===== config.mk =====
export PLATFORM = sky130hd
export DESIGN_NAME = sbsa_regs
export DESIGN_NICKNAME = d
export VERILOG_FILES = /design/src/spectrum_bar_smoother_autogain_defines.svh /design/src/sbsa_pkg.sv /design/src/sbsa_regs.sv
export SDC_FILE = /design/constraint.sdc
export NUM_CORES = 1
export LEC_CHECK = 0
export ABC_AREA = 1
export ABC_CLOCK_PERIOD_IN_PS = 870
export BUFFER_PORTS_ARGS = -buffer_cell sky130_fd_sc_hd__buf_2
export CORE_ASPECT_RATIO = 1.5
export CORE_UTILIZATION = 45
export CTS_BUF_LIST = sky130_fd_sc_hd__clkbuf_8
export CTS_CLUSTER_SIZE = 20
export DETAILED_ROUTE_END_ITERATION = 8
export GPL_TIMING_DRIVEN = 0
export HOLD_SLACK_MARGIN = 0.05
export PLACE_DENSITY = 0.82
export SLEW_MARGIN = 20
export SYNTH_ARGS = -nofsm -noshare
export SYNTH_HDL_FRONTEND = slang
export SYNTH_SLANG_ARGS = --single-unit

===== constraint.sdc =====
create_clock -name clk_i -period 0.87 [get_ports clk_i]
set_input_delay 0.087 -clock clk_i [delete_from_list [all_inputs] [get_ports clk_i]]
set_output_delay 0.087 -clock clk_i [all_outputs]
set_load 0.02 [all_outputs]

===== src/spectrum_bar_smoother_autogain_defines.svh =====
// ----------------------------------------------------------------------------
// Spectrum bar smoother assertion macros
// Shared clocking and reset gating for the concurrent checks of the block.
// ----------------------------------------------------------------------------
`ifndef SPECTRUM_BAR_SMOOTHER_AUTOGAIN_DEFINES_SVH
`define SPECTRUM_BAR_SMOOTHER_AUTOGAIN_DEFINES_SVH

// Assert a property on the rising clock, gated by reset.
`define SBSA_ASSERT(lbl, prop, msg) \
  lbl: assert property (@(posedge clk_i) disable iff (!rst_ni) prop) else $error(msg);

// Assert an overlapping implication on the rising clock, gated by reset.
`define SBSA_ASSERT_IMP(lbl, ante, cons, msg) \
  lbl: assert property (@(posedge clk_i) disable iff (!rst_ni) (ante) |-> (cons)) \
    else $error(msg);

`endif


===== src/sbsa_pkg.sv =====
`timescale 1ns / 1ps
// ----------------------------------------------------------------------------
// Spectrum bar smoother package
// Configuration struct, per-bar state record, register indexes and constants.
// ----------------------------------------------------------------------------
package sbsa_pkg;

  typedef struct packed {
    logic [17:0] noise_red;
    logic [23:0] gravity;
    logic        autosens;
  } cfg_t;

  typedef struct packed {
    logic [31:0] peak;
    logic [16:0] fall;
    logic [31:0] integ;
    logic [31:0] prev;
  } bar_ent_t;

  localparam int unsigned ADDR_W = 4;

  localparam logic [1:0] REG_NOISE_RED = 2'd0;
  localparam logic [1:0] REG_GRAVITY   = 2'd1;
  localparam logic [1:0] REG_AUTOSENS  = 2'd2;

  localparam logic [17:0] NR_RESET    = 18'd50462;
  localparam logic [23:0] GRAV_RESET  = 24'd65536;
  localparam logic        AS_RESET    = 1'b1;
  localparam logic [31:0] GAIN_RESET  = 32'd16777216;

  localparam logic [23:0] GRAV_MIN     = 24'd65536;
  localparam logic [31:0] ONE_Q16      = 32'd65536;
  localparam logic [17:0] NR_THRESHOLD = 18'd6553;
  localparam logic [17:0] FALL_STEP    = 18'd1835;
  localparam logic [16:0] FALL_MAX     = 17'd131071;

  localparam logic [30:0] GAIN_DOWN  = 31'd1052266988;
  localparam logic [30:0] GAIN_UP    = 31'd1074815566;
  localparam logic [30:0] GAIN_FIRST = 31'd1181116006;

endpackage


===== src/sbsa_regs.sv =====
`timescale 1ns / 1ps
// ----------------------------------------------------------------------------
// Spectrum bar smoother configuration registers
// APB-style register file for noise reduction, gravity and autosens.
// ----------------------------------------------------------------------------
module sbsa_regs
  import sbsa_pkg::*;
(
  input  logic              clk_i,
  input  logic              rst_ni,
  input  logic              psel,
  input  logic              penable,
  input  logic              pwrite,
  input  logic [ADDR_W-1:0] paddr,
  input  logic [31:0]       pwdata,
  output logic [31:0]       prdata,
  output logic              pready,
  output cfg_t              cfg_o
);

  cfg_t cfg_q, cfg_d;
  logic wr_en;

  assign wr_en  = psel && penable && pwrite;
  assign pready = 1'b1;
  assign cfg_o  = cfg_q;

  always_comb begin
    cfg_d = cfg_q;
    if (wr_en) begin
      unique case (paddr[3:2])
        REG_NOISE_RED: cfg_d.noise_red = pwdata[17:0];
        REG_GRAVITY:   cfg_d.gravity   = pwdata[23:0];
        REG_AUTOSENS:  cfg_d.autosens  = pwdata[0];
        default: ;
      endcase
    end
  end

  always_comb begin
    unique case (paddr[3:2])
      REG_NOISE_RED: prdata = {14'd0, cfg_q.noise_red};
      REG_GRAVITY:   prdata = {8'd0, cfg_q.gravity};
      REG_AUTOSENS:  prdata = {31'd0, cfg_q.autosens};
      default:       prdata = '0;
    endcase
  end

  always_ff @(posedge clk_i or negedge rst_ni) begin
    if (!rst_ni) begin
      cfg_q.noise_red <= NR_RESET;
      cfg_q.gravity   <= GRAV_RESET;
      cfg_q.autosens  <= AS_RESET;
    end else begin
      cfg_q <= cfg_d;
    end
  end

endmodule

# ---- Word level (Yosys, flattened, before mapping)
# Index checks and enable logic that the tools add are counted.
dict set report classes {
  n_eq_ne 2
  muxes 1
  reduce_logical 6
}
# op count
set ops {}
lappend ops {{24-bit case mux with 3 select lines} 1}
lappend ops {{2-bit AND reduction} 3}
lappend ops {{2-bit by 1-bit == test with 1-bit output (second input constant)} 1}
lappend ops {{2-bit == test (second input constant)} 1}
lappend ops {{1-bit logical AND} 2}
lappend ops {{2-bit zero test} 1}
dict set report word_totals {
  register_bits 43
  in_bits 41
  output_inout_bits 76
  wordCells 12
}

# ---- Depth between registers and ports, before layout
dict set report depth {
  ltp_word 3
  mapped_depth 7
  ltp_nobuf 6
}

# ---- Worst setup path before layout
# Ideal clock, no wire load.
dict set report synth_path {
  kind {flip-flop to output port}
  startpoint {register cfg_q (netlist bit cfg_o[0])}
  endpoint {output port prdata[0]}
  arrival_ns 0.834
  t_required_ns 0.783
  slack_ns -0.051
  stages_incl_launch_ff 3
  path_cell_list {dfstp_2 -> nand2_1 -> nand3_1}
}
dict set report synth_between {
  elab_chain_len 1
}
# element line_no
set synth_rtl {}
lappend synth_rtl {{from (decl)} sbsa_regs.sv:21} ;# cfg_t cfg_q, cfg_d;
lappend synth_rtl {{from (signal assigned)} sbsa_regs.sv:55} ;# cfg_q <= cfg_d;
lappend synth_rtl {{24-bit case mux with 3 select lines} sbsa_regs.sv:41} ;# unique case (paddr[3:2])
lappend synth_rtl {{to (decl)} sbsa_regs.sv:16} ;# output logic [31:0] prdata,
# Every way passes these cells.

# ---- Worst setup path in the final report
dict set report layout_path {
  startpoint {register cfg_q (netlist bit cfg_o[39])}
  endpoint {output port prdata[14]}
}
# The elaborated chain is that of the path after synthesis.

==> flow_summary_export.csv <==
group,metric,value,unit
placement,dp_hpwl,3.92,mm
critical_path,crit_type,"reg2out",
critical_path,worstPathArrival,1120,ps
critical_path,rr_worst_depth,4,
floorplan,rows,29,
routing,wl,8.11,mm
routing,final_antenna_net_count,0,
critical_path,cp-end-kind,"output port",
worst_hold_path,hp-class,"in2async",
critical_path,startpoint_type,"flip-flop",
clocking,cts_hold_buf,24,
floorplan,start_util,47.7,%
sta,worst_slack,-338,ps
synthesis,synth_area_leader_cell,"dfrtp_1",
outcome,violations,"DRC, hold timing, setup timing",
floorplan,die_h,84.9,um
clocking,htree_levels,2,
sta,min_period_over_period,139,%
global_routing,grtUsageTotal,28.8,%
floorplan,core,0.00432,sq mm
clocking,clkLatencyLatePin,290,ps
synthesis,synth-seq-cells,43,
job,cap_viol_max_count,0,
layout,largest_reg_flops,43,
sta,setup_violations,75,
critical_path,path_max_fanout,3,
sta,maxSlewHeadroom,36.6,%
routing,drt-wirelength-per-cell,16.3,um
synthesis,netlist_area,0.00206,sq mm
synthesis,synth_top_area_share,40.1,%
power,vdd_drop_max,0.00140,V
layout,final_cell_mix,"nand2_1 (166), buf_6 (87), buf_4 (38), dfrtp_1 (33), buf_2 (30)",
layout,stdcell_area,0.00383,sq mm
synthesis,yosysSeqAreaShare,52.9,%
placement,dp.cells,424,
synthesis,postSynthCellCount,274,
global_routing,grt_max_degree,44,
sta,finClkSkew,0,ps
critical_path,required,780,ps
routing,dr.first_iter.drc_count,92,
layout,layout-drive-gt1-share,45.5,%
clocking,clk_pin_slew,80,ps
layout,syn2layout_area_growth,86.1,%
synthesis,ys_top_cells_by_area,"dfrtp_1 (40%), nand2_1 (34%), dfstp_2 (13%), buf_4 (4.7%), buf_6 (1.6%)",
clocking,cts_tree,"done",
layout,n_antenna_cell,0,
outcome,status,"finished with violations",
synthesis,ys_types,15,
global_routing,grt_pass1_wl,10.5,mm
sta,finalHoldViolations,33,
routing,route.detailed.drc,7,
global_routing,antenna_found_initial,0,
clocking,cts_buffers,5,
layout,fin_cells,497,
layout,finalNetCount,491,
routing,firstDrtPassIters,6,
sta,whs,-65.6,ps
layout,final_common_cell,"nand2_1",
placement,placed_cell_area,0.00267,sq mm
synthesis,synth_warnings,0,
synthesis,avgSynthCellArea,7.52,sq um
sta,fmax,828,MHz
clocking,clock_path_buffers,2,
global_routing,gr-total-overflow,0,
clocking,cts_sinks,43,
power,p_leak,0.00215,uW
routing,vias,2524,
placement,finalWeightedCongestion,0.777,
floorplan,io-pin-count,117,
sta,layout_min_cycle_time,1210,ps
global_routing,grt_pass1_vias,2315,
sta,rsz0062_at_grt,"true",
layout,fill_cells,207,
sta,tightest_slew,951,ps
power,power_density,2020,mW/mm^2
floorplan,die_area,0.00486,sq mm
floorplan,die_w,57.2,um
placement,port-buffer-count,97,
clocking,clock-root-buffer,"clkbuf_8",
routing,avgViaCountPerCell,5.08,
sta,maxSlewViolCount,0,
layout,final_core_util,88.8,%
routing by layer:
metal	up-vias	GRT usage, %	share of wire, %
li1	1148	-	-
met1	1193	28.4	34
met2	139	56.8	55
met3	44	3.81	5.7
met4	0	13.7	5.3
met5	-	0	0
timing repair:
item                                    4_1_cts  5_1_grt
resized for setup                           137       33
buffers inserted                             12       29
endpoints found under the setup margin       77       87
endpoints found under the hold margin        76       33
pin swaps                                    38       12
power breakdown:
part	switching (uW)	internal, uW
Combinational	1720	1910
Clock	642	536
Sequential	438	2480
Total	2800	4920
through the flow:
stage | setup WS, ps | hold slack [ps] | total power (uW) | setup TNS [ps]
3_3_place_gp | -368 | 282 | 4800 | -15590
6_report | -338 | -65.6 | 7730 | -12000
2_1_floorplan | -22.9 | -209 | 4060 | -68.8
4_1_cts | -310 | -33.6 | 6960 | -9640
3_5_place_dp | -381 | 284 | 4860 | -16330
5_1_grt | -364 | 21.3 | 8020 | -13970
logic make-up after synthesis:
| family | count (synthesis) | share of synthesized area [%] |
|---|---|---|
| buffers and inverters | 27 | 8.44 |
| other | 2 | 0.365 |
| and+or+nand+nor | 202 | 38.3 |
| DFF | 43 | 52.9 |
worst paths after layout:
path,start,end,slack (ps)
hold / removal,rst_ni,cfg_o[1],-70
hold reg to reg,cfg_o[40],cfg_o[40],480
setup / recovery,cfg_o[39],prdata[14],-340
max in group asynchronous,rst_ni,cfg_o[32],340
setup reg to reg,cfg_o[33],cfg_o[33],-60
min in group clk_i,penable,cfg_o[0],200
synthesized netlist by cell type:
master   instances
nand2_1        185
dfrtp_1         33
buf_4           13
dfstp_2         10
inv_1            8
nor2_1           7
buf_6            3
nand3_1          3
nor2_2           3
conb_1           2
inv_2            2
nand2_2          2
buf_2            1
nand2_4          1
nor2_4           1
critical path, cell delays in order (launching register included):
cell and delay (ps):
dfstp_2 570, nand2_2 70, nand2_2 70, buf_6 120
final cells by class:
cell class,count,area (sq um),area share (%)
plain buffers,17,143,3.72
clock buffers,5,68.8,1.80
repair buffers,162,1510,39.5
inverters,10,45.0,1.17
multi-input cells,211,907,23.7
well taps,46,57.6,1.50
clock inverters,3,11.3,0.294
flip-flops and latches,43,1090,28.4
Power figures use the tool's default switching activity.
